### src/rtl/gcgs_pkg.sv
// ----------------------------------------------------------------------------
// gcgs_pkg
// Shared types, codes and helpers of the grade crossing gate sequencer.
// ----------------------------------------------------------------------------
package gcgs_pkg;

	// Width of the prewarn and gate motion frame counters.
	localparam int COUNT_BITS = 8;
	localparam logic [COUNT_BITS-1:0] COUNT_MAX = {COUNT_BITS{1'b1}};

	// Configuration port.
	localparam int CFG_INDEX_BITS = 8;
	localparam int CFG_DATA_BITS  = 8;
	localparam logic [CFG_INDEX_BITS-1:0] CFG_PREWARN_TARGET = CFG_INDEX_BITS'(0);
	localparam logic [CFG_INDEX_BITS-1:0] CFG_MOTION_TIMEOUT = CFG_INDEX_BITS'(1);

	// Compare width: wide enough for a count plus one and for a register value.
	localparam int CMP_BITS = (COUNT_BITS + 1 > CFG_DATA_BITS) ? COUNT_BITS + 1 : CFG_DATA_BITS;

	typedef enum logic [2:0] {
		MODE_IDLE      = 3'd0,
		MODE_PREWARN   = 3'd1,
		MODE_LOWERING  = 3'd2,
		MODE_PROTECTED = 3'd3,
		MODE_RAISING   = 3'd4,
		MODE_FAULT     = 3'd5
	} mode_t;

	typedef enum logic [2:0] {
		CMD_UP    = 3'd0,
		CMD_WARN  = 3'd1,
		CMD_LOWER = 3'd2,
		CMD_HOLD  = 3'd3,
		CMD_RAISE = 3'd4,
		CMD_LATCH = 3'd5
	} cmd_t;

	typedef enum logic [1:0] {
		FAULT_NONE    = 2'd0,
		FAULT_LAMP    = 2'd1,
		FAULT_TIMEOUT = 2'd2
	} fault_t;

	typedef enum logic [1:0] {
		ZONE_CLEAR    = 2'd0,
		ZONE_APPROACH = 2'd1,
		ZONE_ISLAND   = 2'd2
	} zone_t;

	typedef enum logic [1:0] {
		POS_MOVING = 2'd0,
		POS_UP     = 2'd1,
		POS_DOWN   = 2'd2,
		POS_BOTH   = 2'd3
	} pos_t;

	// One control frame as it sits in the input register.
	typedef struct packed {
		logic approach_track;
		logic island_track;
		logic gate_down_sense;
		logic gate_up_sense;
		logic lamp_good;
		logic clear_request;
	} frame_t;

	// Decoded view of the sensors.
	typedef struct packed {
		zone_t zone;
		pos_t  pos;
	} decode_t;

	// Configuration registers.
	typedef struct packed {
		logic [CFG_DATA_BITS-1:0] prewarn_target;
		logic [CFG_DATA_BITS-1:0] motion_timeout;
	} cfg_t;

	// One result item.
	typedef struct packed {
		mode_t  mode;
		cmd_t   gate_command;
		fault_t fault_code;
		zone_t  zone;
		pos_t   arm_position;
		logic   warning_on;
		logic   bell_on;
	} result_t;

	// Counter increment that stops at the top value.
	function automatic logic [COUNT_BITS-1:0] sat_inc(input logic [COUNT_BITS-1:0] v);
		return (v == COUNT_MAX) ? COUNT_MAX : v + COUNT_BITS'(1);
	endfunction

endpackage

### src/rtl/grade_crossing_gate_sequencer.sv
// ----------------------------------------------------------------------------
// grade_crossing_gate_sequencer
// Level crossing gate sequencer: one control frame in, one result beat out.
// ----------------------------------------------------------------------------
// The block takes one frame beat per clock cycle and returns exactly one
// result beat for each frame: the frame lands in an input register, the
// mode state machine evaluates it in one pass of short logic, and the
// answer is caught in a result register while the mode, counters and fault
// cause are updated in the same edge. Throughput is set by that single
// state update per cycle, so a new frame is accepted every cycle as long as
// the result register can drain; a stalled output holds its beat steady and
// back-pressures the input only once the input register is also occupied.
// The prewarn_target and motion_timeout registers are written through the
// configuration channel, which is always ready; writes to indexes beyond
// those two are dropped.
// Write them only while no frame is in flight.
// ----------------------------------------------------------------------------
module grade_crossing_gate_sequencer import gcgs_pkg::*; (
	input  logic                      clk,
	input  logic                      arst_n,

	// Frame channel.
	input  logic                      in_valid,
	output logic                      in_stall,
	input  logic                      approach_track,
	input  logic                      island_track,
	input  logic                      gate_down_sense,
	input  logic                      gate_up_sense,
	input  logic                      lamp_good,
	input  logic                      clear_request,

	// Result channel.
	output logic                      out_valid,
	input  logic                      out_stall,
	output logic [2:0]                mode,
	output logic [2:0]                gate_command,
	output logic [1:0]                fault_code,
	output logic [1:0]                zone,
	output logic [1:0]                arm_position,
	output logic                      warning_on,
	output logic                      bell_on,

	// Configuration write channel.
	input  logic                      cfg_valid,
	output logic                      cfg_ready,
	input  logic [CFG_INDEX_BITS-1:0] cfg_index,
	input  logic [CFG_DATA_BITS-1:0]  cfg_data
);

	cfg_t    cfg_q;
	frame_t  frame_s1;
	logic    valid_s1;
	result_t res_s2;
	logic    valid_s2;
	decode_t dec;
	result_t res;
	logic    advance;
	logic    in_take;

	// Configuration registers. The port never back-pressures.
	assign cfg_ready = 1'b1;

	always_ff @(posedge clk or negedge arst_n) begin
		if (!arst_n) begin
			cfg_q.prewarn_target <= CFG_DATA_BITS'(2);
			cfg_q.motion_timeout <= CFG_DATA_BITS'(8);
		end else if (cfg_valid && cfg_ready) begin
			if (cfg_index == CFG_PREWARN_TARGET) begin
				cfg_q.prewarn_target <= cfg_data;
			end else if (cfg_index == CFG_MOTION_TIMEOUT) begin
				cfg_q.motion_timeout <= cfg_data;
			end
		end
	end

	// The frame in the input register moves on whenever the result register
	// is empty or its beat is being taken this cycle.
	assign advance  = valid_s1 && (!valid_s2 || !out_stall);
	assign in_stall = valid_s1 && !advance;
	assign in_take  = in_valid && !in_stall;

	always_ff @(posedge clk or negedge arst_n) begin
		if (!arst_n) begin
			valid_s1 <= 1'b0;
		end else if (in_take) begin
			valid_s1 <= 1'b1;
		end else if (advance) begin
			valid_s1 <= 1'b0;
		end
	end

	always_ff @(posedge clk) begin
		if (in_take) begin
			frame_s1.approach_track  <= approach_track;
			frame_s1.island_track    <= island_track;
			frame_s1.gate_down_sense <= gate_down_sense;
			frame_s1.gate_up_sense   <= gate_up_sense;
			frame_s1.lamp_good       <= lamp_good;
			frame_s1.clear_request   <= clear_request;
		end
	end

	gcgs_decode u_decode (
		.frame (frame_s1),
		.dec   (dec)
	);

	// State advances exactly once per frame, on the edge that moves it into
	// the result register.
	gcgs_ctrl u_ctrl (
		.clk    (clk),
		.arst_n (arst_n),
		.fire   (advance),
		.frame  (frame_s1),
		.dec    (dec),
		.cfg    (cfg_q),
		.res    (res)
	);

	always_ff @(posedge clk or negedge arst_n) begin
		if (!arst_n) begin
			valid_s2 <= 1'b0;
		end else if (advance) begin
			valid_s2 <= 1'b1;
		end else if (!out_stall) begin
			valid_s2 <= 1'b0;
		end
	end

	always_ff @(posedge clk) begin
		if (advance) begin
			res_s2 <= res;
		end
	end

	assign out_valid     = valid_s2;
	assign mode          = res_s2.mode;
	assign gate_command  = res_s2.gate_command;
	assign fault_code    = res_s2.fault_code;
	assign zone          = res_s2.zone;
	assign arm_position  = res_s2.arm_position;
	assign warning_on    = res_s2.warning_on;
	assign bell_on       = res_s2.bell_on;

endmodule

### src/rtl/gcgs_decode.sv
// ----------------------------------------------------------------------------
// gcgs_decode
// Decodes track sensors into a zone and gate limit feedback into a position.
// ----------------------------------------------------------------------------
module gcgs_decode import gcgs_pkg::*; (
	input  frame_t  frame,
	output decode_t dec
);

	always_comb begin
		// The island circuit wins over the approach circuit.
		if (frame.island_track) begin
			dec.zone = ZONE_ISLAND;
		end else if (frame.approach_track) begin
			dec.zone = ZONE_APPROACH;
		end else begin
			dec.zone = ZONE_CLEAR;
		end

		unique case ({frame.gate_up_sense, frame.gate_down_sense})
			2'b11: dec.pos = POS_BOTH;
			2'b10: dec.pos = POS_UP;
			2'b01: dec.pos = POS_DOWN;
			default: dec.pos = POS_MOVING;
		endcase
	end

endmodule

### src/rtl/gcgs_ctrl.sv
// ----------------------------------------------------------------------------
// gcgs_ctrl
// Mode state machine with its counters and latched fault cause.
// ----------------------------------------------------------------------------
module gcgs_ctrl import gcgs_pkg::*; (
	input  logic    clk,
	input  logic    arst_n,
	input  logic    fire,
	input  frame_t  frame,
	input  decode_t dec,
	input  cfg_t    cfg,
	output result_t res
);

	mode_t                 mode_q, mode_d;
	fault_t                held_q, held_d;
	logic [COUNT_BITS-1:0] pw_count_q, pw_count_d;
	logic [COUNT_BITS-1:0] mc_count_q, mc_count_d;
	logic                  clear;
	logic                  prewarn_done;
	logic                  motion_late;

	assign clear        = (dec.zone == ZONE_CLEAR);
	assign prewarn_done = (CMP_BITS'(pw_count_q) + CMP_BITS'(1)) >= CMP_BITS'(cfg.prewarn_target);
	assign motion_late  = CMP_BITS'(mc_count_q) >= CMP_BITS'(cfg.motion_timeout);

	always_ff @(posedge clk or negedge arst_n) begin
		if (!arst_n) begin
			mode_q     <= MODE_IDLE;
			held_q     <= FAULT_NONE;
			pw_count_q <= '0;
			mc_count_q <= '0;
		end else if (fire) begin
			mode_q     <= mode_d;
			held_q     <= held_d;
			pw_count_q <= pw_count_d;
			mc_count_q <= mc_count_d;
		end
	end

	always_comb begin
		mode_d           = mode_q;
		held_d           = held_q;
		pw_count_d       = pw_count_q;
		mc_count_d       = mc_count_q;
		res.gate_command = CMD_UP;
		res.fault_code   = FAULT_NONE;
		res.zone         = dec.zone;
		res.arm_position = dec.pos;
		res.warning_on   = 1'b0;
		res.bell_on      = 1'b0;

		priority if (mode_q == MODE_FAULT) begin
			if (frame.clear_request && clear && frame.lamp_good && dec.pos == POS_UP) begin
				mode_d = MODE_IDLE;
				held_d = FAULT_NONE;
			end else begin
				res.gate_command = CMD_LATCH;
				res.fault_code   = held_q;
				res.warning_on   = 1'b1;
				res.bell_on      = !clear;
			end
		end else if (!frame.lamp_good && (mode_q != MODE_IDLE || !clear)) begin
			mode_d           = MODE_FAULT;
			held_d           = FAULT_LAMP;
			pw_count_d       = '0;
			mc_count_d       = '0;
			res.gate_command = CMD_LATCH;
			res.fault_code   = FAULT_LAMP;
			res.warning_on   = 1'b1;
			res.bell_on      = 1'b1;
		end else begin
			unique case (mode_q)
				MODE_IDLE: begin
					if (!clear) begin
						mode_d           = MODE_PREWARN;
						pw_count_d       = COUNT_BITS'(1);
						res.gate_command = CMD_WARN;
						res.warning_on   = 1'b1;
						res.bell_on      = 1'b1;
					end
				end
				MODE_PREWARN: begin
					if (clear) begin
						mode_d     = MODE_IDLE;
						pw_count_d = '0;
					end else if (prewarn_done) begin
						mode_d           = MODE_LOWERING;
						mc_count_d       = COUNT_BITS'(1);
						res.gate_command = CMD_LOWER;
						res.warning_on   = 1'b1;
						res.bell_on      = 1'b1;
					end else begin
						pw_count_d       = sat_inc(pw_count_q);
						res.gate_command = CMD_WARN;
						res.warning_on   = 1'b1;
						res.bell_on      = 1'b1;
					end
				end
				MODE_LOWERING: begin
					if (dec.pos == POS_DOWN) begin
						mode_d           = MODE_PROTECTED;
						mc_count_d       = '0;
						res.gate_command = CMD_HOLD;
						res.warning_on   = 1'b1;
					end else if (motion_late) begin
						mode_d           = MODE_FAULT;
						held_d           = FAULT_TIMEOUT;
						pw_count_d       = '0;
						mc_count_d       = '0;
						res.gate_command = CMD_LATCH;
						res.fault_code   = FAULT_TIMEOUT;
						res.warning_on   = 1'b1;
						res.bell_on      = 1'b1;
					end else begin
						mc_count_d       = sat_inc(mc_count_q);
						res.gate_command = CMD_LOWER;
						res.warning_on   = 1'b1;
						res.bell_on      = 1'b1;
					end
				end
				MODE_PROTECTED: begin
					res.warning_on = 1'b1;
					if (clear) begin
						mode_d           = MODE_RAISING;
						mc_count_d       = COUNT_BITS'(1);
						res.gate_command = CMD_RAISE;
					end else begin
						res.gate_command = CMD_HOLD;
					end
				end
				MODE_RAISING: begin
					if (!clear) begin
						mode_d           = MODE_LOWERING;
						mc_count_d       = COUNT_BITS'(1);
						res.gate_command = CMD_LOWER;
						res.warning_on   = 1'b1;
						res.bell_on      = 1'b1;
					end else if (dec.pos == POS_UP) begin
						mode_d     = MODE_IDLE;
						mc_count_d = '0;
					end else if (motion_late) begin
						// The bell stays off when raising fails with the track clear.
						mode_d           = MODE_FAULT;
						held_d           = FAULT_TIMEOUT;
						pw_count_d       = '0;
						mc_count_d       = '0;
						res.gate_command = CMD_LATCH;
						res.fault_code   = FAULT_TIMEOUT;
						res.warning_on   = 1'b1;
					end else begin
						mc_count_d       = sat_inc(mc_count_q);
						res.gate_command = CMD_RAISE;
						res.warning_on   = 1'b1;
					end
				end
				default: begin
					// Unused mode codes latch the gate, report the held cause with lights and bell on, and keep their state.
					res.gate_command = CMD_LATCH;
					res.fault_code   = held_q;
					res.warning_on   = 1'b1;
					res.bell_on      = 1'b1;
				end
			endcase
		end

		res.mode = mode_d;
	end

endmodule

### config.mk
export PLATFORM = sky130hd
export DESIGN_NAME = grade_crossing_gate_sequencer
export DESIGN_NICKNAME = d
export VERILOG_FILES = /design/src/rtl/gcgs_pkg.sv /design/src/rtl/grade_crossing_gate_sequencer.sv /design/src/rtl/gcgs_decode.sv /design/src/rtl/gcgs_ctrl.sv
export SDC_FILE = /design/constraint.sdc
export NUM_CORES = 1
export LEC_CHECK = 0
export ABC_AREA = 0
export BUFFER_PORTS_ARGS = -buffer_cell sky130_fd_sc_hd__buf_2
export CAP_MARGIN = 10
export CORE_MARGIN = 2
export CORE_UTILIZATION = 50
export DETAILED_ROUTE_END_ITERATION = 8
export PLACE_DENSITY = 0.7
export SKIP_CTS_REPAIR_TIMING = 1
export SLEW_MARGIN = 20
export SYNTH_ARGS = -nofsm -noshare
export SYNTH_HDL_FRONTEND = slang
export SYNTH_SLANG_ARGS = --single-unit
### constraint.sdc
create_clock -name clk -period 7.56 [get_ports clk]
set_input_delay 0.378 -clock clk [delete_from_list [all_inputs] [get_ports clk]]
set_output_delay 0.378 -clock clk [all_outputs]
set_load 0.01 [all_outputs]
After elaboration in Yosys (flattened, before gate mapping) --
Cells that the tools add are included.
Storage, ports and cells: register bits 59, bits in latches 0, memory bits (writable) 0, memory bits (read-only) 0, input port bits 27, output and inout bits 17, logic and storage cells 158, memories kept 0
Cells by class: $add $sub $neg 3, multiply operators 0, div/mod/pow operators 0, order comparisons 2, equality and inequality tests 26, shift operators 0, muxes and demuxes 74, bitwise operators 2, reduce and logical (&&, ||, !) cells 30
Operators with widths (count):
- 8-bit 2-to-1 mux | 18
- 8-bit case mux with 4 select lines | 2
- 3-bit 2-to-1 mux | 15
- 2-bit 2-to-1 mux | 17
- 3-bit case mux with 5 select lines | 2
- 5-bit 2-to-1 mux | 4
- 8-bit by 1-bit adder with 8-bit output, second input constant | 2
- 8-bit equality test, second input constant | 2
- 2-bit case mux with 3 select lines | 2
- 6-bit AND reduction | 2
- 1-bit 2-to-1 mux | 11
- 5-bit nonzero test | 2
- 8-bit by 1-bit adder with 9-bit output, second input constant | 1
- 9-bit by 8-bit >= comparator with 1-bit output | 1
- 3-bit by 1-bit != test with 1-bit output, second input constant | 3
- 3-bit != test, second input constant | 3
- 8-bit by 1-bit equality test with 1-bit output, second input constant | 1
- 8-bit >= comparator | 1
- 8-bit logical NOT | 1
- 4-bit by 3-bit != test with 1-bit output, second input constant | 2
- 8-bit AND reduction | 1
- 1-bit logical AND | 7
- 2-bit equality test, second input constant | 3
- 3-bit by 2-bit equality test with 1-bit output, second input constant | 2
- other kinds (23) | 32

Depth between registers and ports, before layout --
depth after elaboration 8, depth in mapped cells 12, depth with buffers taken out 11

Cells and area by module --
A second synthesis with hierarchy kept.
Unflattened totals: cells, all modules 370, area, all modules 3698.5 µm²
By module, submodules not included:
- gcgs_ctrl | times used 1, cells each 298, area each 2309.7 µm², seq. area each 525.5 µm²
- grade_crossing_gate_sequencer | times used 1, cells each 68, area each 1360.1 µm², seq. area each 1053.5 µm²
- gcgs_decode | times used 1, cells each 4, area each 28.8 µm², seq. area each 0.0 µm²

Worst setup path before layout --
Ideal clock, no wire load.
path type flip-flop to flip-flop, from register u_ctrl.pw_count_q[0], to register u_ctrl.pw_count_q[0], setup time 0.125 ns, arrival 2.811 ns, data required time 7.435 ns, path slack 4.624 ns, stages on the path, launching flop included 11, buffers on the path 0, clock period less this slack 2.936 ns, path through dfrtp_1 -> ha_1 -> nand3_1 -> nor2_1 -> xor2_1 -> ha_1 -> a21oi_1 -> o22ai_1 -> a311o_1 -> a2111oi_4 -> mux2_2
On the way: word-level cells in the longest chain between the ends 6, elaborated cells between the ends (all ways) 15, classes of those cells 2 x add/sub; 1 x order compare; 2 x eq/ne; 9 x mux; 1 x reduce/logical
RTL lines:
- start, declared | RTL line gcgs_ctrl.sv:17 | logic [COUNT_BITS-1:0] pw_count_q, pw_count_d;
- start signal, assigned | RTL line gcgs_ctrl.sv:36 | pw_count_q <= pw_count_d;
- parallel branches: the longest is 6 deep, another holds 8-bit by 1-bit adder with 9-bit output
Several ways; the timed one is not identified. The select of a mux whose other input is x is not followed. A chain may end at the register's enable or synchronous reset.

Worst setup path in the final report --
from register u_ctrl.pw_count_q[0], to register u_ctrl.pw_count_q[4]
Same word-level chain as after synthesis.

==> reports/results.txt <==
The first global-routing pass estimated 12790 µm of wire. The number of H-tree levels was 3. The tools report the met1 track demand over resource in global routing as 28.62%.

The number of clock buffers added by TritonCTS is 9. By area the synthesized netlist is led by dfrtp_1, edfxtp_1, ha_1. The fraction of registers with async set or reset after synthesis is 66.10%.

Together, buffers and inverters on the worst path number 0. The detailed router finished its first iteration with 262 violations. The floorplan step defined a core boundary enclosing 0.006832 mm². From synthesis to final layout, the design area changed by 12.67%. The power per standard cell area came out at 264.1 mW/mm². The largest single stage delay on the critical path is 0.62 ns. The number of antenna violations at the first check in global routing is 0. Setup repair after global routing left no endpoint under its margin.

The multi-input combinational cells in the finished layout cover a total of 0.001819 mm². The most common cell type on the critical path was ha_1. Of the cells placed in the final design, the portion with a size suffix greater than 1 is 19.76%. The path class of the tightest hold or removal check is in2async.

For this run, global-route usage on met2 was measured as 34.52%. For the worst setup path, the data required time is 7.79 ns. In the final routed layout, each cell accounts on average for 15.13 µm. The most used routing layer in global routing is met2. Period utilization: 43.09%. The tools report the synthesized area as 0.003566 mm².

Clock root buffer master: clkbuf_8. The total routing usage reported by global routing was 21.58%. For the maximum number of pins on one net before global-route repair, the log shows 40. The transition at the pin with the smallest max-transition slack was 0.9307 ns; the count of antenna diodes in the layout was 0.

Counting flops with a built-in enable in the synthesized netlist gives 20. The flow ran to the end, and the final reports show no timing, DRC or antenna violations. The element type at the critical path end was a flip-flop. The clock passes through at most 2 buffers. Walking the worst path, the cells encountered are ha_1, nand3_1, nor2_1, xor2_1, ha_1, a21oi_1, o22ai_1, a311o_1, a2111oi_4, mux2_2. The sink count of the clock tree was 59. The via count of the first global-routing pass was 2662. The most common cell in the synthesized netlist is nand2_1. In this run the static leakage power is 1.752 nW. The clock-pin slew on the worst setup and hold paths is 0.07 ns.

The tools report the net count reported at finish as 460. On the final layout, the worst clock skew is 0.01023 ns. Summing the sequential cell areas from Yosys gives 44.28% of the chip area. Each instance of the synthesized netlist takes up on average 9.409 µm². Timing would allow up to 307.0 MHz.

The synthesized netlist contains 62 unique library cells. 44 I/O pins were placed. Prior to clock tree synthesis, the placed netlist has a worst setup slack of 4.319 ns. Once the floorplan was initialized, standard cells occupied 52.20% of the core. Counting I/O delays and the setup requirement, the final critical path takes 3.257 ns. Detailed placement finished with a half-perimeter wire length of 5637 µm.

The setup check on the worst reg-to-reg path leaves a slack of 4.30 ns. After floorplanning, the core was divided into 30 placement rows. Summing all flip-flop and latch instances after layout gives 0.001579 mm². For this run the aggregate overflow at the end of global routing stands at 0. The run gives 0.1195 mV as the peak ir drop on the vdd network. STA classifies the critical path startpoint as a flip-flop. Number of synthesized register bits: 59. In the routed design, unresolved DRC markers number 0. TritonCTS built the clock tree. The final layout contains routed wiring with a total length of 7809 µm.

Worst-path cell with the longest stage delay: a2111oi_4. The first detailed-routing pass took 5 iterations. The die extent in x works out to 88.45 µm. The count of filler cells inserted in the layout is 623. The kind of cell with the highest combined delay along the critical path is compound AO/OA/AOI/OAI gates. The number of nets handed over by synthesis was 424. The tools report the total number of yosys warnings as 0. The number of I/O port buffers works out to 42.

The count of nets left with antenna violations once routing finished came out at 0. Of the post-synthesis cell area, the dominant cell type holds 25.96%. Setup violations remaining at the end of the flow were counted as 0.

The worst pin sits at a relative slew slack of 37.95%. Dominant synthesized flop cell: dfrtp_1. Arrival time reported for the critical path endpoint: 3.49 ns. The gate count of the mapped netlist came out at 379. Max-cap violations in this run came to 0. The clock latency of the later-clocked register in the worst-skew pair was 0.35 ns; the die outline height was 88.45 µm. The congestion estimate from routability-driven global placement came to 0.8965. The met3 global-route usage was 5.690%. The largest driver fanout on the critical path was 8. In the routed layout, each cell is associated on average with a via count of 5.723. The die covers 0.007823 mm². The number of max-slew violations in the final report is 0. The final-layout setup total negative slack was 0 ns. The classification of the worst setup path was reg2reg. The run gives 0 as the hold violation total from the final report. By count the netlist is led by nand2_1, dfrtp_1, a21oi_1.

After layout, the worst setup slack is 4.303 ns. The detailed router placed 2953 vias in this run. dfrtp_1 takes more of the synthesized area than any other cell.
[flip-flops by register name, indices dropped and copies added (netlist names)]
signal / flops
u_ctrl.pw_count_q: 8
cfg_q: 16
u_ctrl.held_q: 2
valid_s1: 1
mode: 3
fault_code: 2
arm_position: 2
frame_s1: 6
out_valid: 1
zone: 2
u_ctrl.mode_q: 3
bell_on: 1
warning_on: 1
gate_command: 3
u_ctrl.mc_count_q: 8
[per-stage QoR]
step	util [%]	area [µm²]	power (mW)	std cells	hold WS (ns)
finish	58.81	4018	1.061	516	0.1573
global route	58.81	4018	1.131	516	0.1929
CTS	58.81	4018	1.061	516	0.1908
detailed placement	56.01	3826	0.7792	500	0.4903
global placement	56.01	3826	0.7750	500	0.4766
floorplan	-	3566	0.6953	379	0.08241
[path summary, 6_finish.rpt]
| path | startpoint | end | cells after the start |
|---|---|---|---|
| setup / recovery | u_ctrl.pw_count_q[0] | u_ctrl.pw_count_q[4] | 10 |
| hold / removal | arst_n | cfg_q[10] | 1 |
| setup reg to reg | u_ctrl.pw_count_q[0] | u_ctrl.pw_count_q[4] | 10 |
| hold reg to reg | frame_s1[3] | arm_position[1] | 0 |
| max in group asynchronous | arst_n | u_ctrl.mode_q[2] | 1 |
| min in group clk | island_track | frame_s1[4] | 1 |
[layout by cell type (no fill, tap or decap), types with 14 or more instances in the layout]
cell | netlist | final
buf_2 | 2 | 42
nand2_1 | 39 | 39
dfrtp_1 | 37 | 37
a21oi_1 | 29 | 29
nor2_1 | 27 | 27
o21ai_0 | 27 | 27
inv_1 | 26 | 26
edfxtp_1 | 20 | 20
ha_1 | 18 | 18
mux2_2 | 17 | 17
nand3_1 | 14 | 14
[metal layers]
layer / routed length, µm / up-vias / share of wire, %
li1: - / 1452 / -
met1: 3575 / 1402 / 46
met2: 3739 / 85 / 48
met3: 358 / 14 / 4.6
met4: 136 / 0 / 1.7
met5: 0 / - / 0
[where the power goes]
part | switching (mW) | total (mW) | internal (mW) | leakage (nW)
Combinational | 0.185 | 0.330 | 0.144 | 0.986
Clock | 0.130 | 0.281 | 0.151 | 0.0931
Sequential | 0.0731 | 0.451 | 0.377 | 0.673
Total | 0.389 | 1.06 | 0.672 | 1.75
[kinds of logic (layout without fill, tap and decap cells)]
logic type               count (synthesis)  count (layout)  synth area share [%]
AO/OA/AOI/OAI                          110             110                 20.35
XOR/XNOR                                 6               6                 1.474
adder cells (fa/ha/maj)                 18              18                 6.316
buffers and inverters                   43              84                 4.702
flip-flops                              59              59                 44.28
multiplexers                            20              20                 6.210
other                                    1               1                0.1052
AND/OR/NAND/NOR                        122             122                 16.56
[cell type report]
type | count | share of cell area (%)
timing repair buffer | 42 | 5.232
inverter | 26 | 2.429
tap | 96 | 2.990
multi-input combinational | 277 | 45.28
clock buffer | 9 | 3.083
clock inverter | 7 | 1.682
sequential | 59 | 39.30
[worst reg2reg max path, delay by kind of cell, from the launching register on]
| family | cells | cell delay, ns |
|---|---|---|
| compound gates | 4 | 1.29 |
| xor+xnor | 1 | 0.20 |
| fa+ha+maj | 2 | 0.49 |
| flops | 1 | 0.41 |
| mux | 1 | 0.41 |
| simple gates | 2 | 0.35 |
Power figures use the tool's default switching activity.
